===== src/rtl/cvralu_pkg.sv =====
// ----------------------------------------------------------------------------
// cvralu_pkg
// Types and codes shared by the complex vector register ALU modules.
// ----------------------------------------------------------------------------
package cvralu_pkg;

    localparam int DATA_W     = 32;
    localparam int SLOT_W     = 5;
    localparam int SLOT_CODES = 32;
    localparam int TOL_W      = 16;

    typedef enum logic [3:0] {
        OP_WRITE    = 4'd0,
        OP_READ     = 4'd1,
        OP_ADD      = 4'd2,
        OP_SUB      = 4'd3,
        OP_CMUL     = 4'd4,
        OP_CDIV     = 4'd5,
        OP_CMP      = 4'd6,
        OP_DOT      = 4'd7,
        OP_SCALE    = 4'd8,
        OP_RSCALAR  = 4'd9
    } t_op;

    typedef enum logic [1:0] {
        STAT_OK       = 2'd0,
        STAT_DIV_ZERO = 2'd1,
        STAT_OVERFLOW = 2'd2
    } t_status;

    typedef struct packed {
        logic [3:0]               operation;
        logic [SLOT_W-1:0]        first_slot;
        logic [SLOT_W-1:0]        second_slot;
        logic [SLOT_W-1:0]        dest_slot;
        logic signed [DATA_W-1:0] value_re;
        logic signed [DATA_W-1:0] value_im;
        logic                     load_scalar;
        logic signed [DATA_W-1:0] scalar_value;
    } t_req;

    typedef struct packed {
        logic signed [DATA_W-1:0] result_re;
        logic signed [DATA_W-1:0] result_im;
        logic                     is_equal;
        logic [1:0]               status;
    } t_res;

    typedef enum logic [1:0] {MX_A, MX_B, MX_C, MX_D} t_mx;
    typedef enum logic [1:0] {MY_C, MY_D, MY_S} t_my;
    typedef enum logic [1:0] {ACC_HOLD, ACC_LOAD, ACC_ADD, ACC_SUB} t_acc;
    typedef enum logic [2:0] {
        SK_NONE, SK_RE, SK_IM, SK_DOT, SK_DEN, SK_DIV_RE, SK_DIV_IM
    } t_sink;

    typedef struct packed {
        logic  clear;
        logic  capture_req;
        logic  rd_second;
        logic  cap_first;
        logic  cap_second;
        logic  exec;
        logic  mul_en;
        t_mx   mul_x;
        t_my   mul_y;
        t_acc  acc_op;
        t_sink sink;
        logic  write_back;
        logic  out_load;
    } t_cmd;

    typedef struct packed {
        logic [3:0] op;
        logic       clear_done;
        logic       div_done;
    } t_stat;

    typedef enum logic [3:0] {
        S_CLEAR, S_IDLE, S_RD_FIRST, S_RD_SECOND, S_CAPTURE,
        S_EXEC, S_SEQ, S_DIV, S_WB
    } t_state;

endpackage


===== src/rtl/cvralu_ctrl.sv =====
// ----------------------------------------------------------------------------
// cvralu_ctrl
// Controller: sequences slot reads, multiply steps, divides and write-back.
// ----------------------------------------------------------------------------
module cvralu_ctrl (
    input  logic              i_clk,
    input  logic              i_rst_n,
    input  logic              start,
    output logic              busy,
    input  cvralu_pkg::t_stat i_stat,
    output cvralu_pkg::t_cmd  o_cmd
);
    import cvralu_pkg::*;

    t_state     r_state, n_state;
    logic [2:0] r_step, n_step;
    logic       r_div_last, n_div_last;

    logic  st_last;
    logic  st_div;
    logic  st_mul;
    t_mx   st_x;
    t_my   st_y;
    t_acc  st_acc;
    t_sink st_sink;

    always_ff @(posedge i_clk) begin
        if (!i_rst_n) begin
            r_state    <= S_CLEAR;
            r_step     <= '0;
            r_div_last <= 1'b0;
        end else begin
            r_state    <= n_state;
            r_step     <= n_step;
            r_div_last <= n_div_last;
        end
    end

    // step programme of the multi-step operations
    always_comb begin
        st_last = 1'b0;
        st_div  = 1'b0;
        st_mul  = 1'b0;
        st_x    = MX_A;
        st_y    = MY_C;
        st_acc  = ACC_HOLD;
        st_sink = SK_NONE;
        case (i_stat.op)
            OP_CMUL: begin
                case (r_step)
                    3'd0: begin st_mul = 1'b1; st_x = MX_A; st_y = MY_C; end
                    3'd1: begin
                        st_mul = 1'b1; st_x = MX_B; st_y = MY_D; st_acc = ACC_LOAD;
                    end
                    3'd2: begin
                        st_mul = 1'b1; st_x = MX_A; st_y = MY_D; st_acc = ACC_SUB;
                    end
                    3'd3: begin
                        st_mul = 1'b1; st_x = MX_B; st_y = MY_C;
                        st_acc = ACC_LOAD; st_sink = SK_RE;
                    end
                    3'd4: st_acc = ACC_ADD;
                    default: begin st_sink = SK_IM; st_last = 1'b1; end
                endcase
            end
            OP_DOT: begin
                case (r_step)
                    3'd0: begin st_mul = 1'b1; st_x = MX_A; st_y = MY_C; end
                    3'd1: begin
                        st_mul = 1'b1; st_x = MX_B; st_y = MY_D; st_acc = ACC_LOAD;
                    end
                    3'd2: st_acc = ACC_ADD;
                    default: begin st_sink = SK_DOT; st_last = 1'b1; end
                endcase
            end
            OP_SCALE: begin
                case (r_step)
                    3'd0: begin st_mul = 1'b1; st_x = MX_A; st_y = MY_S; end
                    3'd1: begin
                        st_mul = 1'b1; st_x = MX_B; st_y = MY_S; st_acc = ACC_LOAD;
                    end
                    3'd2: begin st_acc = ACC_LOAD; st_sink = SK_RE; end
                    default: begin st_sink = SK_IM; st_last = 1'b1; end
                endcase
            end
            OP_CDIV: begin
                case (r_step)
                    3'd0: begin st_mul = 1'b1; st_x = MX_C; st_y = MY_C; end
                    3'd1: begin
                        st_mul = 1'b1; st_x = MX_D; st_y = MY_D; st_acc = ACC_LOAD;
                    end
                    3'd2: begin
                        st_mul = 1'b1; st_x = MX_A; st_y = MY_C; st_acc = ACC_ADD;
                    end
                    3'd3: begin
                        st_mul = 1'b1; st_x = MX_B; st_y = MY_D;
                        st_acc = ACC_LOAD; st_sink = SK_DEN;
                    end
                    3'd4: begin
                        st_mul = 1'b1; st_x = MX_B; st_y = MY_C; st_acc = ACC_ADD;
                    end
                    3'd5: begin
                        st_mul = 1'b1; st_x = MX_A; st_y = MY_D;
                        st_acc = ACC_LOAD; st_sink = SK_DIV_RE; st_div = 1'b1;
                    end
                    3'd6: st_acc = ACC_SUB;
                    default: begin
                        st_sink = SK_DIV_IM; st_div = 1'b1; st_last = 1'b1;
                    end
                endcase
            end
            default: st_last = 1'b1;
        endcase
    end

    always_comb begin
        n_state    = r_state;
        n_step     = r_step;
        n_div_last = r_div_last;
        o_cmd      = '0;
        busy       = (r_state != S_IDLE);
        case (r_state)
            S_CLEAR: begin
                o_cmd.clear = 1'b1;
                if (i_stat.clear_done) begin
                    n_state = S_IDLE;
                end
            end
            S_IDLE: begin
                if (start) begin
                    o_cmd.capture_req = 1'b1;
                    n_state           = S_RD_FIRST;
                end
            end
            S_RD_FIRST: begin
                n_state = S_RD_SECOND;
            end
            S_RD_SECOND: begin
                o_cmd.rd_second = 1'b1;
                o_cmd.cap_first = 1'b1;
                n_state         = S_CAPTURE;
            end
            S_CAPTURE: begin
                o_cmd.cap_second = 1'b1;
                n_state          = S_EXEC;
            end
            S_EXEC: begin
                o_cmd.exec = 1'b1;
                n_step     = '0;
                case (i_stat.op) inside
                    OP_CMUL, OP_CDIV, OP_DOT, OP_SCALE: n_state = S_SEQ;
                    default:                            n_state = S_WB;
                endcase
            end
            S_SEQ: begin
                o_cmd.mul_en = st_mul;
                o_cmd.mul_x  = st_x;
                o_cmd.mul_y  = st_y;
                o_cmd.acc_op = st_acc;
                o_cmd.sink   = st_sink;
                n_step       = r_step + 3'd1;
                if (st_div) begin
                    n_div_last = st_last;
                    n_state    = S_DIV;
                end else if (st_last) begin
                    n_state = S_WB;
                end
            end
            S_DIV: begin
                if (i_stat.div_done) begin
                    n_state = r_div_last ? S_WB : S_SEQ;
                end
            end
            S_WB: begin
                case (i_stat.op) inside
                    OP_WRITE, OP_ADD, OP_SUB, OP_CMUL, OP_CDIV, OP_SCALE:
                        o_cmd.write_back = 1'b1;
                    default: o_cmd.write_back = 1'b0;
                endcase
                o_cmd.out_load = 1'b1;
                n_state        = S_IDLE;
            end
            default: n_state = S_IDLE;
        endcase
    end

endmodule


===== config.mk =====
export PLATFORM = sky130hd
export DESIGN_NAME = cvralu_ctrl
export DESIGN_NICKNAME = d
export VERILOG_FILES = /design/src/rtl/cvralu_pkg.sv /design/src/rtl/cvralu_ctrl.sv
export SDC_FILE = /design/constraint.sdc
export NUM_CORES = 1
export LEC_CHECK = 0
export BUFFER_PORTS_ARGS = -buffer_cell sky130_fd_sc_hd__buf_4
export CORE_MARGIN = 3
export CORE_UTILIZATION = 45
export DETAILED_ROUTE_END_ITERATION = 10
export HOLD_SLACK_MARGIN = 0.15
export PLACE_DENSITY_LB_ADDON = 0.12
export SLEW_MARGIN = 20
export SYNTH_ARGS = -nofsm -noshare
export SYNTH_HDL_FRONTEND = slang
export SYNTH_SLANG_ARGS = --single-unit

===== constraint.sdc =====
create_clock -name i_clk -period 2.4 [get_ports i_clk]
set_clock_uncertainty 0.2 [all_clocks]
set_input_delay 0.36 -clock i_clk [delete_from_list [all_inputs] [get_ports i_clk]]
set_output_delay 0.36 -clock i_clk [all_outputs]
set_load 0.005 [all_outputs]

* After elaboration in Yosys (flattened, before gate mapping)
Cells that the tools add are included.
** Cells by class
- Add/subtract/negate cells :: 1
- Eq/ne operators :: 25
- Muxes and demuxes :: 45
- Reductions and logical operators :: 23
** Operator list (number)
- $pmux 4 s8 :: 1
- $eq 4x3->1 const B :: 7
- $mux 4 :: 7
- $pmux 2 s3 :: 4
- $mux 1 :: 18
- $reduce_or 6->1 :: 3
- $eq 4x2->1 const B :: 4
- $pmux 2 s4 :: 2
- $pmux 2 s2 :: 3
- $pmux 3 s4 :: 1
- $reduce_or 2->1 :: 6
- $reduce_or 4->1 :: 3
- $mux 10 :: 1
- $reduce_or 5->1 :: 2
- $eq 3x3->1 const B :: 3
- $pmux 3 s3 :: 1
- $eq 4x4->1 const B :: 2
- $logic_not 4->1 :: 2
- $mux 2 :: 4
- $reduce_or 7->1 :: 1
- $eq 3x2->1 const B :: 2
- $ne 2x2->1 const B :: 3
- $pmux 1 s3 :: 2
- $pmux 3 s2 :: 1
- other kinds (10) :: 11
** Storage, ports and cells
- Flip-flop bits (word level) :: 8
- Input port bits :: 9
- Output and inout bits :: 19
- Logic and storage cells :: 97

* Longest topological paths before layout
Gate-level depths: netlist of the first run.
- Depth in word-level cells :: 7
- Mapped depth :: 8
- Gate-level depth less buffers :: 7

* Worst setup path before layout of the first run
Ideal clock, no wire load.
- Path kind :: register to output
- From :: register r_step[0]
- To :: output o_cmd[2] (netlist name)
- Arrival time :: 1.875 ns
- Required time :: 1.840 ns
- Path slack :: -0.035 ns
- Stages on the path, launching flop included :: 8
- Buffers on the path :: 1
- Cells stage by stage :: dfxtp_1 buf_6 inv_1 ha_1 nor3_1 a21oi_1 or3_1 a21oi_1
** RTL lines
- from (decl) :: line cvralu_ctrl.sv:16 : logic [2:0] r_step, n_step;
- from (signal assigned) :: line cvralu_ctrl.sv:34 : r_step <= n_step;
- to (decl) :: line cvralu_ctrl.sv:11 : output cvralu_pkg::t_cmd o_cmd

==> results of run 1 <==
[cells by family (layout without fill, tap and decap cells)]
logic type      count (synthesis)  in the layout  synth area share
flops                           8              8             0.141
mux                             2              2            0.0187
fa+ha+maj                       6              6            0.0637
compound gates                 52             52             0.315
simple gates                   74             74             0.366
buf+inv                        21             50            0.0956
[stage by stage]
stage                     instances  setup TNS (ps)  total power, µW  hold slack, ps
after floorplan                 163               0              603             282
after global placement          216               0              738             422
after detailed placement        216               0              754             427
after CTS                       220               0              865             166
after global routing            220           -94.1              969             164
final                           220               0              890             170
[registers in the layout, indices dropped and copies added (netlist names)]
name / cells
r_step: 3
r_div_last: 1
r_state: 4
[path summary, 6_finish.rpt]
kind	cells after the start	start	end
setup reg to reg	8	r_step[0]$_SDFFE_PN0P_	r_div_last$_SDFFE_PN0P_
hold reg to reg	2	r_state[3]$_SDFFE_PN0P_	r_state[0]$_SDFFE_PN0P_
hold / removal	2	i_rst_n	r_div_last$_SDFFE_PN0P_
setup / recovery	7	r_step[0]$_SDFFE_PN0P_	o_cmd[2]
[what timing repair did]
item,CTS,global route
endpoints found under the setup margin,4,6
resized for setup,4,25
pin swaps,3,4
buffers inserted,1,0
[area by class of cell]
cell class / instances / area (µm²)
Inverter: 7 / 35.0
Sequential cell: 8 / 166
Fill cell: 210 / 773
Tap cell: 28 / 35.0
Clock buffer: 3 / 22.5
Timing Repair Buffer: 40 / 300
Multi-Input combinational cell: 134 / 965
[layout by cell type (no fill, tap or decap), types with 2 or more instances in the layout]
cell,count
sky130_fd_sc_hd__nor4b_1,3
sky130_fd_sc_hd__inv_1,4
sky130_fd_sc_hd__and2b_2,2
sky130_fd_sc_hd__a21oi_1,7
sky130_fd_sc_hd__a22oi_1,3
sky130_fd_sc_hd__nor2b_1,6
sky130_fd_sc_hd__nand3_1,5
sky130_fd_sc_hd__a211oi_1,2
sky130_fd_sc_hd__clkbuf_4,3
sky130_fd_sc_hd__or3_1,2
sky130_fd_sc_hd__a21oi_2,3
sky130_fd_sc_hd__a21o_1,3
sky130_fd_sc_hd__ha_4,4
sky130_fd_sc_hd__dfxtp_2,2
sky130_fd_sc_hd__dfxtp_1,5
sky130_fd_sc_hd__o21ai_0,10
sky130_fd_sc_hd__nor2_1,12
sky130_fd_sc_hd__o21ai_1,3
sky130_fd_sc_hd__and3_1,2
sky130_fd_sc_hd__or2b_2,3
sky130_fd_sc_hd__nand2_1,19
sky130_fd_sc_hd__and2_1,2
sky130_fd_sc_hd__buf_4,40
sky130_fd_sc_hd__a31oi_1,6
sky130_fd_sc_hd__o22ai_1,2
sky130_fd_sc_hd__nor3_1,7
[power by group]
group,internal [µW],switching [µW]
registers,163,41.6
logic,267,314
clock network,57.3,46.2
[per-layer routing]
metal  up-vias  track usage  part of all wire
li1        658            -                 -
met1       614        0.252              0.44
met4         0       0.0949             0.011
met3         7       0.0207             0.042
met5         -            0                 0
met2        40        0.369              0.51
==> insert_results.sql, run 1 <==
INSERT INTO impl_metrics (metric_group, metric, value, unit) VALUES
('power_and_ir_drop', 'power_leakage', '0.000578', 'µW'),
('critical_path', 'most_numerous_cell_on_the_critical_path', 'sky130_fd_sc_hd__a21oi_2', ''),
('global_routing', 'grt_antenna_before_repair', '0', ''),
('critical_path', 'critPathSlowestCell', 'sky130_fd_sc_hd__dfxtp_4', ''),
('synthesis', 'yosys.cell_count.top_type', 'sky130_fd_sc_hd__nand2_1', ''),
('place', 'dp.final_hpwl', '2420', 'µm'),
('place', 'portBuffers', '27', ''),
('critical_path', 'critical_path_peak_fanout', '5', ''),
('synthesis', 'synthCells', '163', ''),
('clock_tree', 'cts_inserted_buffers', '3', ''),
('critical_path', 'critPathRequiredTime', '1840', 'ps'),
('place', 'placed_area', '1390', 'µm²'),
('floorplan', 'fp.dieArea', '3170', 'µm²'),
('layout', 'num-nets-final', '208', ''),
('floorplan', 'die_width', '56.3', 'µm'),
('synthesis', 'synth_sequential_area_ratio', '0.141', ''),
('synthesis', 'post_synth_num_cell_types', '51', ''),
('place', 'place_ws', '78.6', 'ps'),
('outcome', 'status', 'finished clean', ''),
('critical_path', 'worstSetupEndpointType', 'primary output', ''),
('drt', 'drtIter0Drc', '59', ''),
('clock_tree', 'cts_max_path_buffers', '2', ''),
('drt', 'average_wire_per_cell_in_the_routed_design', '15.4', 'µm'),
('critical_path', 'critPathArrivalTime', '1750', 'ps'),
('power_and_ir_drop', 'peakVddDrop', '0.520', 'mV'),
('synthesis', 'ys.warnings.count', '0', ''),
('timing', 'setup_violations', '0', ''),
('clock_tree', 'cts.root.buffer_cell', 'sky130_fd_sc_hd__clkbuf_4', ''),
('layout', 'area_delta_synth_final', '33.8', '%'),
('timing', 'timing.final.ws_setup', '94.9', 'ps'),
('critical_path', 'ff2ff_setup_slack', '320', 'ps'),
('drt', 'drt-total-wl', '3380', 'µm'),
('critical_path', 'crit_path_cell_trace', 'inv_6, ha_4, nor3_4, a21oi_2, or3_1, a21oi_2, buf_4', ''),
('synthesis', 'top_cells_by_count_synth', 'sky130_fd_sc_hd__nand2_1, sky130_fd_sc_hd__o21ai_0, sky130_fd_sc_hd__nor2_1', ''),
('synthesis', 'synth_top_area_share', '0.141', ''),
('synthesis', 'synth_largest_area_cell', 'sky130_fd_sc_hd__dfxtp_1', ''),
('clock_tree', 'holdBufCountCts', '0', ''),
('timing', 'rsz_0062_raised_after_global_routing', 'yes', ''),
('synthesis', 'synth_ff_type', 'sky130_fd_sc_hd__dfxtp_1', ''),
('timing', 'achievable-frequency', '434', 'MHz'),
('clock_tree', 'clock_sink_count', '8', ''),
('timing', 'fin_crit', '2310', 'ps'),
('drt', 'drt_drc_violations_left', '0', ''),
('global_routing', 'grt_pass1_vias', '1273', ''),
('flow_run', 'cap_violations', '0', ''),
('layout', 'final_util', '0.663', ''),
('synthesis', 'cell_area_after_synthesis', '1140', 'µm²'),
('floorplan', 'io_pins', '28', ''),
('synthesis', 'async_reset_ff_frac', '0', ''),
('timing', 'final_min_period_over_clock_period', '0.960', ''),
('synthesis', 'postSynthAreaPerCell', '6.99', 'µm²'),
('synthesis', 'synth.area.top_cells', 'sky130_fd_sc_hd__dfxtp_1, sky130_fd_sc_hd__nand2_1, sky130_fd_sc_hd__o21ai_0', ''),
('layout', 'post-route-cell-area', '1520', 'µm²'),
('critical_path', 'criticalPathCategory', 'reg -> out', ''),
('clock_tree', 'cts_tree', 'yes', ''),
('place', 'gp_congestion', '0.841', ''),
('synthesis', 'synth-edff-count', '0', ''),
('drt', 'ant_nets', '0', ''),
('timing', 'timing.final.max_slew_violations', '0', ''),
('drt', 'number_of_iterations_in_the_first_detailed_routing_pass', '4', ''),
('critical_path', 'cp_num_buf_inv', '2', ''),
('synthesis', 'synth.net_count', '177', ''),
('layout', 'count_of_inserted_antenna_diode_cells', '0', ''),
('global_routing', 'grt_util_all_layers', '0.209', ''),
('global_routing', 'grt_pass1_wl', '5540', 'µm'),
('timing', 'final_hold_vio_count', '0', ''),
('floorplan', 'initial_core_util', '0.496', ''),
('floorplan', 'core_region_area', '2300', 'µm²'),
('critical_path', 'crit_path_start_kind', 'flip-flop', ''),
('floorplan', 'die_h', '56.3', 'µm'),
('global_routing', 'grt.overflow.total', '0', '');
(Power assumes the default switching activity.)
==> run 2: changes to the inputs <==
--- a/config.mk
+++ b/config.mk
@@ -7,7 +7,7 @@
 export LEC_CHECK = 0
 export BUFFER_PORTS_ARGS = -buffer_cell sky130_fd_sc_hd__buf_4
 export CORE_MARGIN = 3
-export CORE_UTILIZATION = 45
+export CORE_UTILIZATION = 30
 export DETAILED_ROUTE_END_ITERATION = 10
 export HOLD_SLACK_MARGIN = 0.15
 export PLACE_DENSITY_LB_ADDON = 0.12
==> constraint.sdc (replaced) <==
create_clock -name i_clk -period 2.4 [get_ports i_clk]
set_clock_uncertainty 0.2 [all_clocks]
set_input_delay 0.24 -clock i_clk [delete_from_list [all_inputs] [get_ports i_clk]]
set_output_delay 0.24 -clock i_clk [all_outputs]
set_load 0.005 [all_outputs]
==> insert_results.sql, run 2 (synthesis results as in run 1) <==
INSERT INTO impl_metrics (metric_group, metric, value, unit) VALUES
('clock_tree', 'cts.root.buffer_cell', 'sky130_fd_sc_hd__clkbuf_8', ''),
('drt', 'drtIter0Drc', '129', ''),
('timing', 'rsz_0062_raised_after_global_routing', 'no', ''),
('power_and_ir_drop', 'power.share.switching', '0.430', ''),
('drt', 'drt-vias-per-instance', '5.53', ''),
('timing', 'final_hold_vio_count', '0', ''),
('layout', 'layout.area.seq', '165', 'µm²'),
('layout', 'layout.cells.non_filler', '240', ''),
('clock_tree', 'cts_max_path_buffers', '2', ''),
('critical_path', 'critPathRequiredTime', '1960', 'ps'),
('critical_path', 'crit_path_start_kind', 'flip-flop', ''),
('layout', 'final_common_cell', 'sky130_fd_sc_hd__buf_4', ''),
('drt', 'ant_nets', '0', ''),
('drt', 'vias', '1326', ''),
('floorplan', 'die_h', '67.6', 'µm'),
('global_routing', 'grt_pass1_vias', '1240', ''),
('clock_tree', 'clock_insertion_delay_worst_skew', '230', 'ps'),
('critical_path', 'cpPeakStageDelay', '330', 'ps'),
('power_and_ir_drop', 'combPwrFrac', '0.595', ''),
('timing', 'timing.final.max_slew_violations', '0', ''),
('power_and_ir_drop', 'power-per-cell-area', '625', 'nW/µm²'),
('global_routing', 'grt.overflow.total', '0', ''),
('clock_tree', 'clock_sink_count', '8', ''),
('global_routing', 'grt_antenna_before_repair', '0', ''),
('layout', 'area_delta_synth_final', '32.2', '%'),
('critical_path', 'critPathArrivalTime', '1840', 'ps'),
('timing', 'achievable-frequency', '438', 'MHz'),
('place', 'placed_cells_incl_taps', '233', ''),
('timing', 'fin_tns_setup', '0', 'ps'),
('power_and_ir_drop', 'peakVddDrop', '0.328', 'mV'),
('timing', 'max-slew-margin-rel', '0.730', ''),
('power_and_ir_drop', 'power_leakage', '0.000595', 'µW'),
('layout', 'largest_reg_flops', '4', ''),
('floorplan', 'die_width', '67.6', 'µm'),
('layout', 'top_register', 'r_state', ''),
('flow_run', 'cap_violations', '0', ''),
('layout', 'multi_input_area', '897', 'µm²'),
('place', 'dp.final_hpwl', '2510', 'µm'),
('global_routing', 'grt_start_max_net_pins', '18', ''),
('critical_path', 'criticalPathCategory', 'reg -> out', ''),
('power_and_ir_drop', 'cellInternalPower', '536', 'µW'),
('critical_path', 'ff2ff_setup_slack', '350', 'ps'),
('layout', 'num-nets-final', '210', ''),
('floorplan', 'fp.dieArea', '4570', 'µm²'),
('clock_tree', 'cts_inserted_buffers', '3', ''),
('layout', 'count_of_inserted_antenna_diode_cells', '0', ''),
('critical_path', 'critical_path_peak_fanout', '6', ''),
('layout', 'final_cell_mix', 'sky130_fd_sc_hd__buf_4, sky130_fd_sc_hd__nand2_1, sky130_fd_sc_hd__o21ai_0', ''),
('critical_path', 'cp_num_buf_inv', '2', ''),
('layout', 'fraction_of_layout_cells_with_a_size_suffix_above_1', '0.335', ''),
('global_routing', 'grt_pass1_wl', '5680', 'µm'),
('layout', 'largest_registers', 'r_state (4), r_step (3), r_div_last (1)', ''),
('critical_path', 'path_delay_family', 'compound AO/OA/AOI/OAI gates', ''),
('timing', 'tightest_slew', '405', 'ps'),
('critical_path', 'worstSetupEndpointType', 'primary output', ''),
('critical_path', 'most_numerous_cell_on_the_critical_path', 'sky130_fd_sc_hd__buf_4', ''),
('floorplan', 'number_of_rows_in_the_core_area', '21', ''),
('power_and_ir_drop', 'clock_power_share', '0.177', ''),
('drt', 'drt_drc_violations_left', '0', ''),
('timing', 'fin_crit', '2280', 'ps'),
('floorplan', 'core_region_area', '3490', 'µm²'),
('drt', 'drt-total-wl', '3300', 'µm'),
('place', 'portBuffers', '27', ''),
('floorplan', 'initial_core_util', '0.326', ''),
('clock_tree', 'cts_max_level', '1', ''),
('drt', 'number_of_iterations_in_the_first_detailed_routing_pass', '4', ''),
('power_and_ir_drop', 'total_switching_power', '404', 'µW'),
('timing', 'setup_violations', '0', ''),
('place', 'gp_congestion', '0.829', ''),
('layout', 'num-fill-cells', '367', ''),
('critical_path', 'crit_path_cell_trace', 'buf_4, ha_1, ha_2, o21bai_1, a21oi_1, a311oi_1, nor2_1, buf_4', ''),
('timing', 'final_min_period_over_clock_period', '0.951', ''),
('global_routing', 'grt_util_all_layers', '0.158', ''),
('power_and_ir_drop', 'power_frac_seq', '0.228', ''),
('critical_path', 'critPathSlowestCell', 'sky130_fd_sc_hd__dfxtp_2', ''),
('floorplan', 'io_pins', '28', ''),
('drt', 'average_wire_per_cell_in_the_routed_design', '13.8', 'µm'),
('hold_path', 'min-delay-path-class', 'in -> reg', ''),
('clock_tree', 'cts_tree', 'yes', ''),
('clock_tree', 'cts.reportedPaths.clkPinSlew', '40', 'ps'),
('outcome', 'status', 'finished clean', '');
-- run 2: what timing repair did --
item                                    in CTS  in global routing
endpoints found under the hold margin        8                  0
gates resized for setup                      1                  9
endpoints found under the setup margin       2                  8
pin swaps                                    0                  3
buffers inserted                             0                  3
gates cloned                                 0                  0
hold buffers                                 1                  0
-- run 2: power by group through the flow --
stage	Sequential, µW	Clock, µW	Combinational, µW
2_1_floorplan	170	0	431
3_3_place_gp	214	0	538
3_5_place_dp	216	0	544
4_1_cts	213	172	548
5_1_grt	222	181	630
6_report	215	166	559
-- run 2: final timing paths --
check / end / cells after the start / start
max: o_cmd[5] / 8 / r_step[0]$_SDFFE_PN0P_
min: r_state[0]$_SDFFE_PN0P_ / 3 / i_stat[0]
max reg2reg: r_state[3]$_SDFFE_PN0P_ / 9 / r_step[1]$_SDFFE_PN0P_
min reg2reg: r_step[1]$_SDFFE_PN0P_ / 2 / r_step[1]$_SDFFE_PN0P_
-- run 2: routing by layer --
metal	track usage	vias to the layer above	routed length, µm	share of wire
li1	-	668	-	-
met5	0	-	0	0
met2	0.265	35	1570	0.48
met1	0.211	620	1540	0.47
met3	0.0200	3	169	0.051
met4	0.0380	0	26	0.0079
-- run 2: layout make-up --
type                       instances  share of cell area
timing repair buffer              42               0.211
tap                               46              0.0382
inverter                           7              0.0175
sequential                         8               0.110
multi-input combinational        134               0.596
clock buffer                       3              0.0274
-- run 2: tightest hold or removal path: cells and delay by family --
| family | cells | cell delay, ps |
|---|---|---|
| buffers and inverters | 1 | 80 |
| AOI/OAI and AO/OA | 2 | 290 |
-- run 2: metrics by stage --
| step | cell area [µm²] | util | total power [µW] | hold WS (ps) | setup slack (ps) |
|---|---|---|---|---|---|
| final | 1510 | 0.431 | 941 | 221 | 118 |
| after global routing | 1510 | 0.431 | 1030 | 261 | 7.89 |
| after CTS | 1450 | 0.415 | 932 | 220 | 26.3 |
| after detailed placement | 1400 | 0.400 | 760 | 309 | 203 |
| after global placement | 1400 | 0.400 | 752 | 304 | 266 |
| after floorplan | 1140 | - | 602 | 162 | 85.0 |
